**src/sv/cci_pkg.sv**
```systemverilog
// Shared types for the circle-circle intersection block.
// Holds the query, result and internal job words; no dependencies.
`default_nettype none
package cci_pkg;

  typedef struct packed {
    logic [31:0] origin_radius;
    logic [31:0] center_offset;
    logic [31:0] second_radius;
  } cci_in_t;

  typedef struct packed {
    logic signed [32:0] cross_x;
    logic [31:0]        cross_y_mag;
    logic               intersects;
  } cci_out_t;

  // Classified job passed from the front end through the queue.
  typedef struct packed {
    logic [64:0] mag;
    logic [64:0] two_ar;
    logic [32:0] dvs;
    logic        neg;
    logic        ok;
  } cci_job_t;

  // State carried through the root and divider stages of the back end.
  typedef struct packed {
    logic [131:0] rad;
    logic [67:0]  rem;
    logic [65:0]  root;
    logic [64:0]  xrem;
    logic [31:0]  q;
    logic [65:0]  yrem;
    logic [31:0]  y;
    logic [32:0]  dvs;
    logic         neg;
    logic         ok;
  } cci_rt_t;

endpackage
`default_nettype wire

```
**src/sv/cci_queue.sv**
```systemverilog
// Short queue of classified jobs between the front and back ends.
// Depends on cci_pkg.
`default_nettype none
module cci_queue import cci_pkg::*; #(
  parameter int DEPTH = 4
) (
  input  wire logic     clk,
  input  wire logic     rst,
  input  wire logic     push_valid,
  output logic          push_ready,
  input  wire cci_job_t push,
  output logic          pop_valid,
  input  wire logic     pop_ready,
  output cci_job_t      pop
);

  localparam int AW = $clog2(DEPTH);
  localparam int CW = $clog2(DEPTH + 1);

  cci_job_t        mem [DEPTH];
  logic [AW-1:0]   wr, rd;
  logic [CW-1:0]   count;
  logic            do_push, do_pop;

  assign push_ready = count != CW'(DEPTH);
  assign pop_valid  = count != '0;
  assign pop        = mem[rd];
  assign do_push    = push_valid && push_ready;
  assign do_pop     = pop_valid && pop_ready;

  always_ff @(posedge clk) begin
    if (rst) begin
      wr    <= '0;
      rd    <= '0;
      count <= '0;
    end else begin
      if (do_push) begin
        wr <= (wr == AW'(DEPTH - 1)) ? '0 : wr + 1'b1;
      end
      if (do_pop) begin
        rd <= (rd == AW'(DEPTH - 1)) ? '0 : rd + 1'b1;
      end
      if (do_push && !do_pop) begin
        count <= count + 1'b1;
      end else if (do_pop && !do_push) begin
        count <= count - 1'b1;
      end
    end
  end

  always_ff @(posedge clk) begin
    if (do_push) begin
      mem[wr] <= push;
    end
  end

endmodule
`default_nettype wire

```
**config.mk**
```make
export PLATFORM = sky130hd
export DESIGN_NAME = cci_queue
export DESIGN_NICKNAME = d
export VERILOG_FILES = /design/src/sv/cci_pkg.sv /design/src/sv/cci_queue.sv
export SDC_FILE = /design/constraint.sdc
export NUM_CORES = 1
export LEC_CHECK = 0
export BUFFER_PORTS_ARGS = -buffer_cell sky130_fd_sc_hd__buf_2
export CAP_MARGIN = 20
export CORE_MARGIN = 4
export CORE_UTILIZATION = 55
export CTS_CLUSTER_SIZE = 25
export DETAILED_ROUTE_END_ITERATION = 16
export PLACE_DENSITY_LB_ADDON = 0.12
export RECOVER_POWER = 50
export SYNTH_ARGS = -nofsm -noshare
export SYNTH_HDL_FRONTEND = slang
export SYNTH_SLANG_ARGS = --single-unit
```
**constraint.sdc**
```tcl
create_clock -name clk -period 4.42 [get_ports clk]
set_input_delay 0.442 -clock clk [delete_from_list [all_inputs] [get_ports clk]]
set_output_delay 0.442 -clock clk [all_outputs]
set_load 0.02 [all_outputs]
```
; ---- Word-level counts from Yosys, hierarchy flattened
; Memories as Yosys holds them, arrays and structs flattened. A register that Yosys moved wholly into a read port is not among the register bits.
; Cells that the tools add are included.
[totals]
mem_bits_rw = 660
in_bits = 169
output_inout_bits = 167
elab_cells = 27
regBits = 7
mem_count = 1
[op_classes]
eq_ne = 3
n_reduce_logical = 8
add_sub_neg = 4
n_mux = 8
[memory_table]
columns = name, depth, width, rd, rd_ports_with_merged_regs, write_ports, line
row1 = mem, 4, 165, 1, 1, 1, cci_queue.sv:20  ; cci_job_t mem [DEPTH];
[ops]
columns = cell, n
row1 = $mux W2, 4
row2 = $mux W3, 2
row3 = $add A2 B1 Y2 const B, 2
row4 = $eq A2 B2 Y1 const B, 2
row5 = $logic_and A1 B1 Y1, 4
row6 = $add A3 B1 Y3 const B, 1
row7 = $ne A3 B3 Y1 const B, 1
row8 = $reduce_bool A3 Y1, 1
row9 = $sub A3 B1 Y3 const B, 1
row10 = $logic_not A1 Y1, 2
row11 = $mux W1, 2
row12 = $reduce_bool A2 Y1, 1

; ---- Longest topological paths before layout
; Gate-level depths: netlist (run 1).
[logic_depth]
word_depth = 6
ltp_mapped = 9
depth_no_buf = 8

; ---- Worst setup path before layout (run 1)
; Ideal clock, no wire load.
[synth_path]
path_kind = reg-to-reg
start = register count[0]
end = memory mem[0][0] (netlist name) (enable)
stages_incl_launch_ff = 4
period_less_slack_ns = 3.161
t_required_ns = 3.968
n_path_buf = 1
setup_ns = 0.452
path_slack_ns = 1.259
t_arrival_ns = 2.709
path_cell_list = dfxtp_1 -> or3b_1 -> buf_6 -> and3_2
[synth_via]
elab_chain_len = 4
[synth_lines]
columns = item, line
row1 = "start, declared", cci_queue.sv:22  ; logic [CW-1:0] count;
row2 = "start signal, assigned", cci_queue.sv:44  ; count <= count + 1'b1;
row3 = "start signal, assigned", cci_queue.sv:46  ; count <= count - 1'b1;
row4 = $ne A3 B3 Y1, cci_queue.sv:25  ; assign push_ready = count != CW'(DEPTH);
row5 = named net push_ready, cci_queue.sv:10  ; output logic push_ready,
row6 = $logic_and A1 B1 Y1, cci_queue.sv:28  ; assign do_push = push_valid && push_ready;
row7 = $mux W1, cci_queue.sv:52  ; if (do_push) begin
row8 = $mux W1 (implied by the code), cci_queue.sv:53  ; mem[wr] <= push;
row9 = "end, declared", cci_queue.sv:20
; The timed path passes the listed nets, and every way through them passes these cells.

; ---- Worst setup path in the final report (run 1)
[layout_path]
start = register count[0]
end = memory mem[0][140] (netlist name) (enable)
[layout_via]
elab_chain_len = 4
[layout_lines]
columns = item, line
row1 = $ne A3 B3 Y1, cci_queue.sv:25
row2 = $logic_and A1 B1 Y1, cci_queue.sv:28
row3 = $mux W1, cci_queue.sv:52
row4 = $mux W1 (implied by the code), cci_queue.sv:53
; Every way passes these cells.

==> impl_results.md, run 1 <==
- Status: complete, but fails checks
- Failing checks: capacitance limit, slew limit
- TritonRoute pass-1 iters: 4
- P_int: approximately 12000 uW
- Netlist Area Pre-Place: about 24000 sq um
- CTS sink cnt: ~670
- Global-route wire length before repair: a little over 70000 microns
- Grt ovf: 0
- HP Class: input pin to register
- Starting Density: about 56%
- CTS resizes: 0
- Sequential share of power: a little under half
- CP Class: register to register
- H-tree Lvls: 3
- Vias in the first global route: between 10k and 15k
- Logic pwr share: a little over a fifth
- CP Capture Type: register
- Max VDD drop: between 0.0004 and 0.0005 V
- Final Cycle Share: about three quarters
- Count of different cell masters after synthesis: 26
- Root Driver: clkbuf_16
- Final hold slack: about 0.11 ns
- Largest net degree at the start of global routing: 96
- Sequential Area: roughly 20000 sq um
- Multi-input logic area: 4000 sq um
- Max_slew headroom: -31.2%
- FF+latch count, synth: ~670
- Crit path DAT: approximately 3.5 ns
- Routed Antenna Nets: 0
- GRT Util Overall: roughly a fifth
- Worst r2r dst: mem[0][140]
- Hold bufs inserted after CTS: 0
- Pleak: roughly 0.009 uW
- R2r worst-path depth: 3
- CP Launch Type: register
- P per Cell Area: roughly 590 nW/um^2
- Achievable Freq: ~300 MHz
- Cell Rows: 76
- Synth warn: 0
- Clock share of power: 31.9%
- CTS Buffer Depth: 3
- Skew-Pair Late Insertion Delay: between 0.5 and 0.6 ns
- DRC Markers: 0
- Share of the synthesized area in the top cell type: 81.5%
- Post-CTS Repair Setup Buffers: 0
- Initial antenna violation count: 4
- Yosys top cell by area: edfxtp_1
- Final setup vio count: 0
- Register area share after synthesis: ~80%
- Critical path data required time: between 4 and 5 ns
- 1st-iter DRT viols: 670
- Total net switching power: 4560 uW
- IO Pins: between 300 and 400
- Syn avg cell area: roughly 27 sq um
- Cells after Synth: between 900 and 1k
- RSZ-0062 raised after global routing: no
- GPL Wtd Cong: about 0.73
- Synth area leaders: edfxtp_1 82%, mux4_2 15%, buf_6 0.83%
- Register-to-register path setup slack: about 1.1 ns
- Buffers on Ports: ~340
- DIE AREA: 47600 sq um
- Final wirelength: around 47000 microns
- R2r startpoint: count[0]
- Crit path max fanout: 35
- Synth-to-Final Area Change: 17.6%
- DPL Wire Length: 28400 microns
- Slew Viols, Final: about 70
- # nets final: roughly 1.5k
- Layout cells sized above 1: roughly 33%
- DIE WIDTH: 218 microns
- Hold_sp: push[88]
- CTS tree: built
- Die H: approximately 220 microns
- Switching share of total power: a little over a quarter
- Core area: about 43000 sq um
- Clock skew: 0.0101 ns
- MaxCap Viol Count: 2
- Fin crit period: between 3 and 4 ns
- Avg WL per Cell: between 20 and 25 microns
- Worst-margin pin slew: 1.97 ns
- Setup_tns: 0 ns
- Post-Syn Nets: ~1.1k
- Hold EP: mem[1][88]
- Final Hold Viols: 0
- Via count: about 11k
- CTS buffer count: 68
- Vias/cell: between 5 and 6
- # fillers: 2901
- Min-Delay Path Depth: 1
- Clock transition at path regs: approximately 0.06 ns
==> stage by stage <==
step                      power [uW]  instance area, sq um  utilization [%]  worst slack [ns]  std cells
after global placement         11700                 26700             61.6              1.76       1811
final                          16900                 28600             65.9              1.13       1934
after detailed placement       11700                 26700             61.6              1.74       1811
after CTS                      17100                 28800             66.4              1.08       1931
after floorplan                10500                 24300                -              1.26        910
after global routing           17600                 28600             65.9             0.841       1931
==> how the worst max path moves through the flow <==
stage             start          end  slack [ns]  cells past startpoint
6_report       count[0]  mem[0][140]        1.13                      3
3_3_place_gp   register      pop[92]        1.76                      3
5_1_grt        count[0]  mem[2][148]        0.84                      3
3_5_place_dp   register      pop[92]        1.74                      3
4_1_cts        register      pop[92]        1.08                      3
2_1_floorplan  count[0]    mem[0][0]        1.26                      3
==> flip-flops by register name, indices dropped and copies added (netlist names), named ones only <==
name	cells
rd	2
mem	660
wr	2
count	3
==> cells in the final DEF, fill, tap and decap left out, drive strengths merged <==
master	instances
edfxtp	660
clkbuf	258
buf	190
mux4	165
clkinv	23
dfxtp	9
ha	6
inv	4
and3	4
diode	3
nor2	3
mux2i	3
bufinv	3
or3	3
xor2	2
a21oi	2
nand2b	2
o31ai	2
or3b	1
and2	1
nor3	1
nand3	1
nand2	1
o21ai	1
fa	1
==> per-layer routing <==
| metal | vias to the layer above | track usage [%] | share of wire, % |
|---|---|---|---|
| li1 | 4739 | - | - |
| met1 | 5756 | 27.4 | 41 |
| met2 | 307 | 31.6 | 50 |
| met3 | 77 | 5.66 | 6.9 |
| met4 | 6 | 6.70 | 2.3 |
| met5 | - | 0 | 0.085 |
==> kinds of logic (layout without fill, tap and decap cells) <==
| group | after synthesis | in the layout | share of synthesized area (%) |
|---|---|---|---|
| flops | 669 | 669 | 82.2 |
| mux | 168 | 168 | 15.4 |
| buf+inv | 42 | 478 | 1.30 |
| simple gates | 17 | 17 | 0.437 |
| fa+ha+maj | 7 | 7 | 0.391 |
| compound gates | 5 | 5 | 0.144 |
| xor+xnor | 2 | 2 | 0.0721 |
| other cells | 0 | 3 | 0 |
==> synthesized netlist by cell type <==
library cell	count
fa_1	1
nor2_1	3
buf_6	18
mux4_2	165
o31ai_1	1
dfxtp_1	9
buf_4	1
nand2b_1	2
nand3_1	1
or3_1	1
mux2i_1	3
xor2_1	2
buf_2	16
or3_2	2
or3b_1	1
inv_1	3
o21ai_0	1
and3_2	4
and2_4	1
ha_1	6
nand2_1	1
clkbuf_1	4
nor3_1	1
edfxtp_1	660
a21oi_1	2
o31ai_2	1
==> power groups by stage <==
stage / Clock (uW) / Sequential [uW] / Combinational (uW)
6_report: 5380 / 7920 / 3550
5_1_grt: 5790 / 7980 / 3790
4_1_cts: 5520 / 7930 / 3660
3_5_place_dp: 0 / 8060 / 3650
3_3_place_gp: 0 / 8030 / 3640
2_1_floorplan: 0 / 7950 / 2540
==> layout make-up <==
cell class                 count  share of cell area [%]
sequential                   669                    70.0
multi-input combinational    199                    14.0
clock buffer                  93                    6.65
timing repair buffer         355                    6.10
tap                          585                    2.56
clock inverter                27                   0.674
inverter                       3                  0.0394
antenna                        3                  0.0263
==> worst max-delay path, stage by stage, from the launching register on <==
cell	delay [ns]
dfxtp_1	0.43
or3b_1	0.28
and3_1	1.52
buf_4	0.63
No activity file was read; power rests on OpenSTA's default activity.
==> inputs of run 2 (changes only) <==
--- a/config.mk
+++ b/config.mk
@@ -8,7 +8,7 @@
 export BUFFER_PORTS_ARGS = -buffer_cell sky130_fd_sc_hd__buf_2
 export CAP_MARGIN = 20
 export CORE_MARGIN = 4
-export CORE_UTILIZATION = 55
+export CORE_UTILIZATION = 51
 export CTS_CLUSTER_SIZE = 25
 export DETAILED_ROUTE_END_ITERATION = 16
 export PLACE_DENSITY_LB_ADDON = 0.12
==> constraint.sdc (replaced) <==
create_clock -name clk -period 2.7 [get_ports clk]
set_input_delay 0.27 -clock clk [delete_from_list [all_inputs] [get_ports clk]]
set_output_delay 0.27 -clock clk [all_outputs]
set_load 0.02 [all_outputs]
==> run 2 against run 1 <==
Net effect:
- the flow now finishes without violations
- global-route usage fell by 0.73 points
- total power rose by 64%
- register-to-register slack got worse by 0.93 ns
- clock power rose by 58%
- sequential power rose by 63%
- utilization fell by 1.0 points
- combinational power rose by 77%
- final cell count rose by 10%
- via count rose by 5.3%
- critical endpoint is now pop[154]
==> impl_results.md, run 2 (synthesis results as in run 1) <==
- Status: finished, final reports clean
- MaxCap Viol Count: 0 (-2)
- Starting Density: 51.9% (-4.2 points)
- Grt ovf: 0 (unchanged)
- Reg with most FFs: mem
- DIE WIDTH: 226 microns (+3.7%)
- Critical path depth: 3 (unchanged)
- Skew-Pair Late Insertion Delay: 0.58 ns (about the same)
- Post-DP Area: 27000 sq um (+1.0%)
- Initial antenna violation count: 0 (-4)
- # fillers: 3182 (+9.7%)
- Sequential Area: 20000 sq um (unchanged)
- WP buf/inv: 2 (+1)
- RSZ-0062 raised after global routing: no
- DPL Wire Length: 30000 microns (+5.8%)
- Buffers on Ports: 335 (unchanged)
- Largest register FFs: 660 (unchanged)
- CTS sink cnt: 669 (unchanged)
- CP Launch Type: register
- Vias/cell: 5.37 (-4.6%)
- Via count: 11.5k (+5.3%)
- Worst r2r dst: mem[1][112]
- Pleak: 0.00991 uW (+8.2%)
- Top delay family on crit path: multiplexers
- Final setup vio count: 0 (unchanged)
- P per Cell Area: 908 nW/um^2 (+54%)
- CP max stage cell: mux4_2
- CTS tree: built
- Slowest stage delay, CP: 0.58 ns (-0.94 ns)
- Max_slew headroom: 25.1% (+56 points)
- R2r startpoint: count[0]
- DRC Markers: 0 (unchanged)
- Top flop regs: mem (660), count (3)
- Synth-to-Final Area Change: 25.1%
- Multi-input logic area: 4000 sq um (about the same)
- Vias in the first global route: 12.3k (+6.6%)
- Critical path data required time: 2.43 ns (-2.20 ns)
- Fin crit period: roughly 2.6 ns
- Final hold slack: 0.204 ns (+0.0970 ns)
- GRT Util Overall: 19.2% (-0.73 points)
- Most common cell after layout, fill and taps aside: edfxtp_1
- CP Capture Type: primary output
- CTS Buffer Depth: 3 (unchanged)
- Final Hold Viols: 0 (unchanged)
- Largest net degree at the start of global routing: 69 (-28%)
- Post-CTS Repair Setup Buffers: 0 (unchanged)
- CTS buffer count: 68 (unchanged)
- Cell Rows: 79 (+3.9%)
- Max VDD drop: 0.000609 V (+27%)
- Routed Antenna Nets: 0 (unchanged)
- GPL Wtd Cong: 0.724 (-1.3%)
- Worst-path cell chain: buf_12, mux4_2, buf_2
- Final wirelength: 48800 microns (+3.8%)
- R2r worst-path depth: 3 (unchanged)
- # nets final: 1653 (+12%)
- Layout cells sized above 1: 30.3% (-2.7 points)
- Die H: 226 microns (+3.7%)
- Crit path max fanout: 38 (+8.6%)
- Final core occ: 64.9% (-1.0 points)
- H-tree Lvls: 3 (unchanged)
- TritonRoute pass-1 iters: 5 (+1)
- Clock transition at path regs: 0.05 ns (about the same)
- DIE AREA: 51200 sq um (+7.6%)
- Final Cycle Share: a little over nine tenths
- Worst-margin pin slew: 1.12 ns (-0.844 ns)
- Register-to-register path setup slack: 0.20 ns (-0.93 ns)
- Power Total: 27600 uW (+64%)
- Achievable Freq: roughly 390 MHz
- Crit path DAT: 2.30 ns (-1.20 ns)
- Cell area after layout: 30400 sq um (+6.4%)
- 1st-iter DRT viols: 744 (+11%)
- Slew Viols, Final: 0 (-100%)
- Avg WL per Cell: 22.9 microns (-5.9%)
- Most frequent cells in the layout: 660 x edfxtp_1, 176 x clkbuf_1, 170 x buf_2
- Global-route wire length before repair: 74000 microns (+4.3%)
- IO Pins: 336 (unchanged)
- Root Driver: clkbuf_16
- Clock skew: 0.0136 ns (+0.00355 ns)
- CP Class: register to primary output
- Core area: 46900 sq um (+8.1%)
- Worst Setup EP: pop[154]
- HP Class: input pin to register
run 2: cell count changes in the layout (fill, tap and decap cells not counted), moves of 2 or more:
cell           previous run  this run
clkinv_2                  6        11
clkinv_1                 17        21
dlygate4sd3_1             0       167
clkinvlp_4                0         3
buf_4                    10        12
buf_12                   10        20
clkbuf_1                185       176
clkbuf_16                73        69
run 2: through the flow:
step                worst slack (ns)  instances  setup TNS [ns]
floorplan                     -0.461        910         -304.02
global placement               0.470       1847               0
detailed placement             0.378       1847               0
CTS                           0.0356       2132               0
global route                  0.0105       2132               0
finish                         0.135       2134               0
run 2: per-layer routing:
| layer | wire length (microns) | up-vias | global-route usage [%] |
|---|---|---|---|
| met4 | 1340 | 0 | 6.78 |
| met5 | 0 | - | 0 |
| met3 | 3070 | 81 | 4.61 |
| met1 | 20000 | 5976 | 26.3 |
| met2 | 24400 | 307 | 30.9 |
| li1 | - | 5100 | - |
run 2: final cells by class:
cell class | instances | share of cell area, %
diodes | 2 | 0.0165
clock buffers | 79 | 5.80
clock inverters | 39 | 0.769
inverters | 3 | 0.0370
multi-input cells | 199 | 13.1
flip-flops and latches | 669 | 65.8
well taps | 607 | 2.50
repair buffers | 536 | 12.0
run 2: how the worst min path moves through the flow:
stage	start	to	depth (start not counted)	slack (ns)
2_1_floorplan	push[0]	mem[0][0]	0	0.37
6_report	pop_ready	register	5	0.20
3_3_place_gp	push[69]	mem[0][69]	1	0.48
4_1_cts	pop_ready	register	5	0.14
5_1_grt	pop_ready	register	5	0.24
3_5_place_dp	rd[0]	register	2	0.48
run 2: what timing repair did:
item	CTS	global route
hold buffers	167	0
endpoints found under the hold margin	668	0
gates resized for setup	0	0
run 2: worst min-delay path: stages:
cell and delay, ns:
buf_2 0.08, o31ai_1 0.07, clkbuf_1 0.14, nand2_1 0.08
a21oi_1 0.07
run 2: report_power, final:
group | leakage, uW | internal, uW | switching [uW]
registers | 0.00612 | 12600 | 282
clock network | 0.000976 | 4850 | 3640
logic | 0.00281 | 2590 | 3690
